$ cat config.mk
export PLATFORM = sky130hd
export DESIGN_NAME = sparse_row_pattern_compressor
export DESIGN_NICKNAME = d
export VERILOG_FILES = /design/src/rtl/srpc_pkg.sv /design/src/rtl/srpc_cell.sv /design/src/rtl/srpc_chain.sv /design/src/rtl/sparse_row_pattern_compressor.sv
export VERILOG_INCLUDE_DIRS = /design/src /design/src/rtl
export SDC_FILE = /design/constraint.sdc
export NUM_CORES = 2
export LEC_CHECK = 0
export BUFFER_PORTS_ARGS = -buffer_cell sky130_fd_sc_hd__buf_2
export CORE_MARGIN = 2
export CORE_UTILIZATION = 60
export CTS_CLUSTER_DIAMETER = 200
export CTS_CLUSTER_SIZE = 10
export DETAILED_ROUTE_END_ITERATION = 7
export PLACE_DENSITY = 0.77
export REMOVE_ABC_BUFFERS = 1
export SYNTH_ARGS = -nofsm -noshare
export SYNTH_HDL_FRONTEND = slang
export SYNTH_SLANG_ARGS = --single-unit
$ cat constraint.sdc
create_clock -name clk_i -period 16.94 [get_ports clk_i]
set_input_delay 0.847 -clock clk_i [delete_from_list [all_inputs] [get_ports clk_i]]
set_output_delay 0.847 -clock clk_i [all_outputs]
set_load 0.01 [all_outputs]
$ cat src/rtl/sparse_row_pattern_compressor_assert.svh
// ----------------------------------------------------------------------------
// Sparse row pattern compressor assertion macros
// Concurrent assertion wrappers; define ASSERT_OFF to compile them out.
// ----------------------------------------------------------------------------
`ifndef SPARSE_ROW_PATTERN_COMPRESSOR_ASSERT_SVH
`define SPARSE_ROW_PATTERN_COMPRESSOR_ASSERT_SVH

`ifndef ASSERT_OFF
// Checked on clk_i, held off while rst_ni is low.
`define SRPC_ASSERT(label, prop, msg) \
  label: assert property (@(posedge clk_i) disable iff (!rst_ni) prop) else $error(msg);
// Same with an explicit clock and active-low reset.
`define SRPC_ASSERT_CLK(label, clk, rstn, prop, msg) \
  label: assert property (@(posedge clk) disable iff (!rstn) prop) else $error(msg);
`else
`define SRPC_ASSERT(label, prop, msg)
`define SRPC_ASSERT_CLK(label, clk, rstn, prop, msg)
`endif

`endif

$ cat src/rtl/srpc_pkg.sv
// ----------------------------------------------------------------------------
// srpc_pkg
// Shared types and codes of the sparse row pattern compressor.
// ----------------------------------------------------------------------------
package srpc_pkg;

  // Configuration register indexes
  localparam logic CFG_FORMAT_MODE = 1'b0;
  localparam logic CFG_ACTIVE_ROWS = 1'b1;

  // Format mode codes (code 3 behaves as zero-based)
  localparam logic [1:0] MODE_OFFDIAG  = 2'd0;
  localparam logic [1:0] MODE_ONE_BASE = 2'd1;
  localparam logic [1:0] MODE_ZERO_BASE = 2'd2;

  // Per-cycle command to the cell chain
  typedef struct packed {
    logic insert;  // place the incoming column in sorted order
    logic shift;   // move every cell's value one place toward cell 0
  } cell_ctrl_t;

endpackage

$ cat src/rtl/srpc_cell.sv
// ----------------------------------------------------------------------------
// srpc_cell
// One slot of the sorted row buffer: compare, take from neighbor, hold.
// ----------------------------------------------------------------------------
module srpc_cell
  import srpc_pkg::*;
#(
  parameter int COL_BITS = 24
) (
  input  logic                clk_i,
  input  cell_ctrl_t          ctrl_i,
  input  logic                occ_i,       // slot holds a kept entry
  input  logic                at_fill_i,   // slot is the first free one
  input  logic [COL_BITS-1:0] ins_i,
  input  logic [COL_BITS-1:0] prev_val_i,
  input  logic                prev_gt_i,
  input  logic [COL_BITS-1:0] next_val_i,
  output logic [COL_BITS-1:0] val_o,
  output logic                gt_o
);

  logic [COL_BITS-1:0] val_q;
  logic [COL_BITS-1:0] val_d;

  // Strictly greater, so a new equal value lands after the old ones.
  assign gt_o  = occ_i && (val_q > ins_i);
  assign val_o = val_q;

  always_comb begin
    val_d = val_q;
    if (ctrl_i.shift) begin
      val_d = next_val_i;
    end else if (ctrl_i.insert && (gt_o || at_fill_i)) begin
      val_d = prev_gt_i ? prev_val_i : ins_i;
    end
  end

  always_ff @(posedge clk_i) begin
    val_q <= val_d;
  end

endmodule

$ cat src/rtl/srpc_chain.sv
// ----------------------------------------------------------------------------
// srpc_chain
// Row of sort cells; insertion sort on entry, drains through cell 0.
// ----------------------------------------------------------------------------
`include "sparse_row_pattern_compressor_assert.svh"

module srpc_chain
  import srpc_pkg::*;
#(
  parameter  int MAX_ROW  = 32,
  parameter  int COL_BITS = 24,
  localparam int FILL_W   = $clog2(MAX_ROW + 1)
) (
  input  logic                clk_i,
  input  logic                rst_ni,
  input  cell_ctrl_t          ctrl_i,
  input  logic [FILL_W-1:0]   fill_i,
  input  logic [COL_BITS-1:0] ins_i,
  output logic [COL_BITS-1:0] head_o
);

  logic [COL_BITS-1:0] val [MAX_ROW];
  logic                gt  [MAX_ROW];

  for (genvar i = 0; i < MAX_ROW; i++) begin : g_cell
    logic [COL_BITS-1:0] pv;
    logic [COL_BITS-1:0] nv;
    logic                pg;

    if (i == 0) begin : g_first
      assign pv = ins_i;
      assign pg = 1'b0;
    end else begin : g_mid
      assign pv = val[i-1];
      assign pg = gt[i-1];
    end

    if (i == MAX_ROW - 1) begin : g_tail
      assign nv = val[i];
    end else begin : g_body
      assign nv = val[i+1];
    end

    srpc_cell #(
      .COL_BITS (COL_BITS)
    ) u_cell (
      .clk_i      (clk_i),
      .ctrl_i     (ctrl_i),
      .occ_i      (fill_i > FILL_W'(i)),
      .at_fill_i  (fill_i == FILL_W'(i)),
      .ins_i      (ins_i),
      .prev_val_i (pv),
      .prev_gt_i  (pg),
      .next_val_i (nv),
      .val_o      (val[i]),
      .gt_o       (gt[i])
    );
  end

  assign head_o = val[0];

  `SRPC_ASSERT(a_head_sorted, (fill_i >= FILL_W'(2)) |-> (val[0] <= val[1]), "chain head out of order")

endmodule

$ cat src/rtl/sparse_row_pattern_compressor.sv
// ----------------------------------------------------------------------------
// sparse_row_pattern_compressor
// Builds sorted compressed-row column lists with saturating row pointers.
// ----------------------------------------------------------------------------
// Column indices of a row are taken one per cycle while collecting and are
// insertion-sorted into a chain of MAX_ROW cells in that same cycle (in
// off-diagonal mode the first index of a row is discarded). The item flagged
// row_end closes the row: no further input is taken until the row has been
// emitted as a header followed by its kept columns in ascending order, one
// result per cycle out of the head cell whenever the output is not stalled.
// Entries beyond MAX_ROW are dropped and flagged in the header's overflow bit,
// as is a start pointer clamped at 0xFFFFFFFF.
`include "sparse_row_pattern_compressor_assert.svh"

module sparse_row_pattern_compressor
  import srpc_pkg::*;
#(
  parameter int MAX_ROW  = 32,
  parameter int COL_BITS = 24
) (
  input  logic                clk_i,
  input  logic                rst_ni,
  // configuration
  input  logic                cfg_we_i,
  input  logic                cfg_idx_i,
  input  logic [23:0]         cfg_wdata_i,
  // input items
  input  logic                in_valid_i,
  output logic                in_ready_o,
  input  logic [COL_BITS-1:0] column_i,
  input  logic                row_end_i,
  // result items
  output logic                out_valid_o,
  input  logic                out_ready_i,
  output logic                item_type_o,
  output logic [31:0]         row_start_o,
  output logic [5:0]          row_count_o,
  output logic [COL_BITS-1:0] sorted_col_o,
  output logic                overflow_o,
  output logic                last_o
);

  localparam int FILL_W = $clog2(MAX_ROW + 1);

  typedef enum logic [1:0] {
    ST_COLLECT,
    ST_HEADER,
    ST_DRAIN
  } state_e;

  state_e              state_q;
  logic [1:0]          mode_q;
  logic [23:0]         nar_q;
  logic [FILL_W-1:0]   fill_q;
  logic                seen_q;
  logic                dropped_q;
  logic [31:0]         rt_q;

  logic                out_valid_q;
  logic                type_q;
  logic [31:0]         start_q;
  logic [5:0]          count_q;
  logic [COL_BITS-1:0] col_q;
  logic                ovf_q;
  logic                last_q;

  logic                in_acc;
  logic                keep;
  logic                full;
  logic                slot_free;
  cell_ctrl_t          ctrl;
  logic [COL_BITS-1:0] head;
  logic [24:0]         base;
  logic [32:0]         start_sum;
  logic [32:0]         total_sum;

  // Configuration registers
  always_ff @(posedge clk_i or negedge rst_ni) begin
    if (!rst_ni) begin
      mode_q <= MODE_OFFDIAG;
      nar_q  <= '0;
    end else if (cfg_we_i) begin
      case (cfg_idx_i)
        CFG_FORMAT_MODE: mode_q <= cfg_wdata_i[1:0];
        CFG_ACTIVE_ROWS: nar_q  <= cfg_wdata_i;
        default: ;
      endcase
    end
  end

  assign in_ready_o = (state_q == ST_COLLECT);
  assign in_acc     = in_valid_i && in_ready_o;
  // diagonal of the row is not kept in off-diagonal mode
  assign keep       = !((mode_q == MODE_OFFDIAG) && !seen_q);
  assign full       = (fill_q == FILL_W'(MAX_ROW));
  assign slot_free  = !out_valid_q || out_ready_i;

  assign ctrl.insert = in_acc && keep && !full;
  assign ctrl.shift  = (state_q == ST_DRAIN) && slot_free;

  always_comb begin
    case (mode_q)
      MODE_OFFDIAG:  base = {1'b0, nar_q} + 25'd1;
      MODE_ONE_BASE: base = 25'd1;
      default:       base = '0;
    endcase
  end

  assign start_sum = {1'b0, rt_q} + 33'(base);
  assign total_sum = {1'b0, rt_q} + 33'(fill_q);

  srpc_chain #(
    .MAX_ROW  (MAX_ROW),
    .COL_BITS (COL_BITS)
  ) u_chain (
    .clk_i  (clk_i),
    .rst_ni (rst_ni),
    .ctrl_i (ctrl),
    .fill_i (fill_q),
    .ins_i  (column_i),
    .head_o (head)
  );

  always_ff @(posedge clk_i or negedge rst_ni) begin
    if (!rst_ni) begin
      state_q     <= ST_COLLECT;
      fill_q      <= '0;
      seen_q      <= 1'b0;
      dropped_q   <= 1'b0;
      rt_q        <= '0;
      out_valid_q <= 1'b0;
      type_q      <= 1'b0;
      start_q     <= '0;
      count_q     <= '0;
      col_q       <= '0;
      ovf_q       <= 1'b0;
      last_q      <= 1'b0;
    end else begin
      case (state_q)
        ST_COLLECT: begin
          if (out_ready_i) begin
            out_valid_q <= 1'b0;
          end
          if (in_acc) begin
            seen_q <= 1'b1;
            if (keep && full) begin
              dropped_q <= 1'b1;
            end
            if (ctrl.insert) begin
              fill_q <= fill_q + FILL_W'(1);
            end
            if (row_end_i) begin
              state_q <= ST_HEADER;
            end
          end
        end
        ST_HEADER: begin
          if (slot_free) begin
            out_valid_q <= 1'b1;
            type_q      <= 1'b0;
            start_q     <= start_sum[32] ? 32'hFFFF_FFFF : start_sum[31:0];
            count_q     <= 6'(fill_q);
            col_q       <= '0;
            ovf_q       <= dropped_q || start_sum[32];
            last_q      <= (fill_q == '0);
            rt_q        <= total_sum[32] ? 32'hFFFF_FFFF : total_sum[31:0];
            seen_q      <= 1'b0;
            dropped_q   <= 1'b0;
            state_q     <= (fill_q == '0) ? ST_COLLECT : ST_DRAIN;
          end
        end
        ST_DRAIN: begin
          if (slot_free) begin
            out_valid_q <= 1'b1;
            type_q      <= 1'b1;
            start_q     <= '0;
            count_q     <= '0;
            col_q       <= head;
            ovf_q       <= 1'b0;
            last_q      <= (fill_q == FILL_W'(1));
            fill_q      <= fill_q - FILL_W'(1);
            if (fill_q == FILL_W'(1)) begin
              state_q <= ST_COLLECT;
            end
          end
        end
        default: state_q <= ST_COLLECT;
      endcase
    end
  end

  assign out_valid_o  = out_valid_q;
  assign item_type_o  = type_q;
  assign row_start_o  = start_q;
  assign row_count_o  = count_q;
  assign sorted_col_o = col_q;
  assign overflow_o   = ovf_q;
  assign last_o       = last_q;

  `SRPC_ASSERT(a_fill_bound, fill_q <= FILL_W'(MAX_ROW), "row fill beyond buffer depth")
  `SRPC_ASSERT(a_drain_done, (state_q == ST_DRAIN && slot_free && fill_q == FILL_W'(1)) |=> (state_q == ST_COLLECT && fill_q == '0), "row drain did not end cleanly")
  `SRPC_ASSERT(a_total_mono, 1'b1 |=> (rt_q >= $past(rt_q)), "running total went down")

endmodule

======== Yosys cells after proc, flatten, opt, wreduce, memory -nomap -nowiden ========
Cells that the tools add are included.
W data, S select, Z words.
word-level totals
  register bits ........................... 902
  input port bits ......................... 55
  output and inout bits ................... 67
operators by class
  add/subtract/negate cells ............... 5
  order comparisons ....................... 64
  eq/ne operators ......................... 44
  multiplexer cells ....................... 131
  bitwise operators ....................... 2
  reductions and logical operators ........ 157
operators with widths
  cell                     count
  $mux W24                 95
  $gt A24 B24 Y1           32
  $mux W32                 4
  $eq A6 B5 Y1 const B     16
  $gt A6 B5 Y1 const B     16
  $logic_and A1 B1 Y1      70
  $reduce_bool A2 Y1       35
  $pmux W32 S2             1
  $pmux W25 S2             1
  $eq A6 B4 Y1 const B     8
  $gt A6 B4 Y1 const B     8
  $pmux W24 S2             1
  $logic_or A1 B1 Y1       34
  $add A32 B25 Y33         1
  $add A32 B6 Y33          1
  $mux W6                  5
  $add A24 B1 Y25 const B  1
  $eq A6 B3 Y1 const B     4
  $gt A6 B3 Y1 const B     4
  $pmux W6 S2              2
  $ne A2 B1 Y1 const B     7
  $eq A6 B2 Y1 const B     2
  $gt A6 B1 Y1 const B     2
  $gt A6 B2 Y1 const B     2
  other kinds (20)         51

======== Longest topological paths before layout ========
  depth after elaboration ................. 8
  mapped depth ............................ 17
  gate-level depth less buffers ........... 15

======== Modules after synthesis ========
Synthesis repeated with hierarchy kept, for this count alone.
second synthesis, totals
  cell total of the unflattened synthesis .. 7169
  area total of the unflattened synthesis .. 68311.8 um^2
modules (own cells, without submodules)
  module                         times used  cells an instance  area each (um^2)  seq. area each (um^2)
  srpc_cell                      32          195                1871.8            720.7
  sparse_row_pattern_compressor  1           817                7800.0            3353.2
  srpc_chain                     1           112                614.3             0.0

======== Worst setup path after synthesis ========
Ideal clock, no wire load.
  path type ............................... input to register
  from .................................... input column_i[21]
  to ...................................... register u_chain.g_cell[31].u_cell.val_q[0], enable pin
  library setup time ...................... 0.536 ns
  arrival time ............................ 6.396 ns
  path slack .............................. 10.007 ns
  stages .................................. 8
  path buffers ............................ 0
  cell sequence ........................... inv_1 > ha_1 > nand4_1 > nor4_1 > nand2_1 > o2111ai_1 > a221oi_1 > a2111oi_0
between the ends
  word-level cells in the longest chain between the ends .. 5
ends and longest elaborated chain
  element                             RTL line                             text
  start: declaration                  sparse_row_pattern_compressor.sv:30  input logic [COL_BITS-1:0] column_i,
  $gt A24 B24 Y1                      srpc_cell.sv:26                      assign gt_o = occ_i && (val_q > ins_i);
  $logic_and A1 B1 Y1                 srpc_cell.sv:26
  $logic_or A1 B1 Y1                  srpc_cell.sv:33                      end else if (ctrl_i.insert && (gt_o || at_fill_i)) begin
  $logic_and A1 B1 Y1                 srpc_cell.sv:33
  $reduce_and A2 Y1 (no source line)  -
  end signal: assignment              srpc_cell.sv:39                      val_q <= val_d;
  end: declaration                    srpc_cell.sv:22                      logic [COL_BITS-1:0] val_q;
Every way passes these cells.
A chain may end at the register's enable or synchronous reset.

======== Worst setup path in the final report ========
  from .................................... input column_i[23]
  to ...................................... register u_chain.g_cell[17].u_cell.val_q[21], enable pin
between the ends
  word-level cells in the longest chain between the ends .. 5
ends and longest elaborated chain
  element                              RTL line
  $gt A24 B24 Y1                       srpc_cell.sv:26
  $logic_and A1 B1 Y1                  srpc_cell.sv:26
  $logic_or A1 B1 Y1                   srpc_cell.sv:33
  $logic_and A1 B1 Y1                  srpc_cell.sv:33
  $reduce_bool A2 Y1 (no source line)  -
  end signal: assignment               srpc_cell.sv:39
  end: declaration                     srpc_cell.sv:22
Every way passes these cells.

==> key figures <==
Run status
  • Status: finished with violations
  • Violated checks: max-capacitance violations, max-slew violations

CTS
  • CTS tree: built
  • Clock tree sinks: ~900
  • Clock Pin Slew Worst Setup and Hold Paths: 0.06 ns
  • Later-pin clock latency in the skew report: 0.73 ns
  • Number of post-CTS setup repair buffers: 0
  • CTS root buffer: clkbuf_16
  • H-Tree Depth: 3
  • Cts repair resizes: 0
  • Num CTS Buffers: 100
  • CTS max path bufs: 3
  • Cts hold-fix bufs: 0

Placed design
  • Hpwl dp: ~190 mm
  • Pre-CTS WS: 11.13 ns
  • Port Buf Inserts: 121
  • Area post-placement: 66,800 sq um
  • Gp weighted congestion: 1.05

Worst setup path
  • Worst EP arrival: 5.54 ns
  • Crit path required time: between 15 and 20 ns
  • Crit path from: column_i[23]
  • Worst r2r src: state_q[0]$_DFFE_PN0P_
  • CP Launch Type: input port
  • Critical path type: in2reg
  • CP max FO: 48
  • Crit end category: flop

Synthesis
  • EDFF count, synth: 768
  • Mapped Avg Cell Area: 10.1 sq um
  • Sequential area share after synthesis: 0.407
  • Warnings, synthesis: 0
  • Synthesized flop and latch total: between 900 and 1,000
  • Syn Inst Count: 6,421
  • Synth cell types: 86
  • Netlist Area Pre-Place: 64,800 sq um
  • Post-synth ARST share: 0.149
  • Ys flop type: edfxtp_1

Die
  • DIE AREA: between 100,000 and 150,000 sq um
  • Initial Util: 0.605
  • Num rows: 120
  • Die Width: about 330 um
  • IO Count: 122
  • Die Span Y: 333 um
  • CORE AREA: roughly 110,000 sq um

Power
  • Power per cell area: 185 nW/um^2
  • Leakage: approximately 0.03 uW
  • Sw power: slightly below 6000 uW
  • Switching Share: 0.462
  • Internal: 6930 uW
  • Sequential power share: 0.363
  • VDD IR-drop max: 0.000165 V
  • Comb pwr share: 0.479
  • Clock power share: 0.158

Timing
  • Clk_skew: 0.0328 ns
  • Slew HR: -0.00872
  • Fmax: ~190 MHz
  • Final Hold Fails: 0
  • RSZ-0062 raised after global routing: no
  • Final WS setup: 11.61 ns
  • Tmin final: 5.33 ns
  • Final setup viols: 0
  • Max-slew violations: 12
  • Fin crit share: 0.315
  • Worst slew pin tran: 1.51 ns

Final layout
  • Layout cells sized above 1: 0.0856
  • Fill count: 8,675
  • Design Area, Final: 69,600 sq um
  • Commonest non-fill, non-tap cell in the layout: nand2_1
  • Layout area overhead: 7.27%
  • Final net count: between 7,000 and 8,000
  • Most frequent cells in the layout: 891 x nand2_1, 810 x ha_1, 768 x edfxtp_1

Route
  • Uppermost layer routed: met5
  • WL/cell: 34.2 um
  • Starting DRT DRC Count: 9,155
  • Met2 wire length: about 110 mm
  • Iteration count of the initial detailed-routing pass: 6
  • Vias/cell: 7.51
  • Via Count: 58,671
  • ANT nets after route: 0
  • Met1 Wirelength: 95.2 mm
  • Detailed-route DRC error count: 0
  • Met3 wire len: 37.7 mm
  • Routed wire length: 267 mm

Global routing
  • Total congestion overflow: 0
  • First-pass GRT wire length: between 300 and 400 mm
  • Largest net degree at the start of global routing: about 150
  • Initial antenna violation count: 14
  • Number of global-route vias before repair: about 55,000
  • All-layer global routing usage: 0.469

Min path
  • Hold crit path type: in2async

Job
  • Max_cap viols: 1
## area by class of cell
class	count	area, sq um	share of cell area
clock inverters	1	8.76	0.000126
diodes	9	22.5	0.000324
flip-flops and latches	902	26400	0.380
inverters	93	349	0.00502
clock buffers	131	2730	0.0392
repair buffers	255	1650	0.0237
well taps	1403	1760	0.0252
multi-input cells	5020	36600	0.527
## cell usage after synthesis (all sizes together) (42+ instances only)
master	instances	area (sq um)
a221o	454	4540
nand2	893	3350
nand3	217	1090
mux2	59	664
nand4	163	1020
clkbuf	248	933
mux2i	394	3940
o211ai	42	315
o21ai	482	2450
ha	810	10100
nor2b	50	313
inv	93	349
a21o	144	1080
dfrtp	134	3350
a21oi	360	1810
nor2	494	1880
buf	158	933
edfxtp	768	23100
## registers in the layout (all words and copies together) (netlist names), 2 cells and up
signal and count:
row_start_o 32, fill_q 6, u_chain.g_cell.u_cell.val_o 768, rt_q 32, nar_q 24, sorted_col_o 24, state_q 2, mode_q 2
row_count_o 6
## critical path, cell delays in order
cell     delay, ns
buf_2         0.54
inv_2         0.49
buf_4         0.41
ha_1          0.38
nand4_1       0.15
nor4_1        0.74
a22oi_1       0.28
o21a_1        0.22
a31oi_4       0.14
buf_4         0.46
a21o_1        0.18
nand2_1       0.62
## per-layer routing
metal | vias up | track usage
met5 | - | 0
li1 | 24607 | -
met1 | 28048 | 0.588
met2 | 4821 | 0.678
met3 | 1177 | 0.157
met4 | 18 | 0.333
## per-stage QoR
step	hold WS (ns)	util	cells	total power [uW]	setup TNS, ns
after floorplan	0.471	-	6015	8650	-3912.14
after global placement	0.450	0.623	7673	10300	0
after detailed placement	0.455	0.623	7673	10500	0
after CTS	0.179	0.649	7805	12500	0
after global routing	0.220	0.649	7808	13300	0
final	0.165	0.649	7814	12900	0
## worst paths after layout
kind,depth (start not counted),slack (ns),end
max,12,11.61,u_chain.g_cell[17].u_cell.val_o[21]$_DFFE_PP_
min,1,0.17,rt_q[14]$_DFFE_PN0P_
max reg2reg,7,11.89,u_chain.g_cell[24].u_cell.val_o[10]$_DFFE_PP_
min reg2reg,2,0.47,row_start_o[0]$_DFFE_PN0P_
max in group asynchronous,2,15.47,row_count_o[4]$_DFFE_PN0P_
min in group clk_i,3,0.36,mode_q[0]$_DFFE_PN0P_
## power by group through the flow
stage | sequential (uW) | combinational (uW) | clock (uW)
CTS | 4580 | 5910 | 2030
detailed placement | 4610 | 5880 | 0
floorplan | 4190 | 4460 | 0
global placement | 4620 | 5700 | 0
global route | 4650 | 6540 | 2100
finish | 4670 | 6160 | 2030
## cell families (layout without fill, tap and decap cells)
group,Yosys count,in the layout,synth area share
other,0,9,0
flip-flops,902,902,0.407
multiplexers,453,453,0.0711
buffers and inverters,499,480,0.0342
XOR/XNOR,55,55,0.00743
AO/OA/AOI/OAI,1705,1705,0.186
adder cells (fa/ha/maj),812,812,0.157
AND/OR/NAND/NOR,1995,1995,0.137
(Power assumes the default switching activity.)
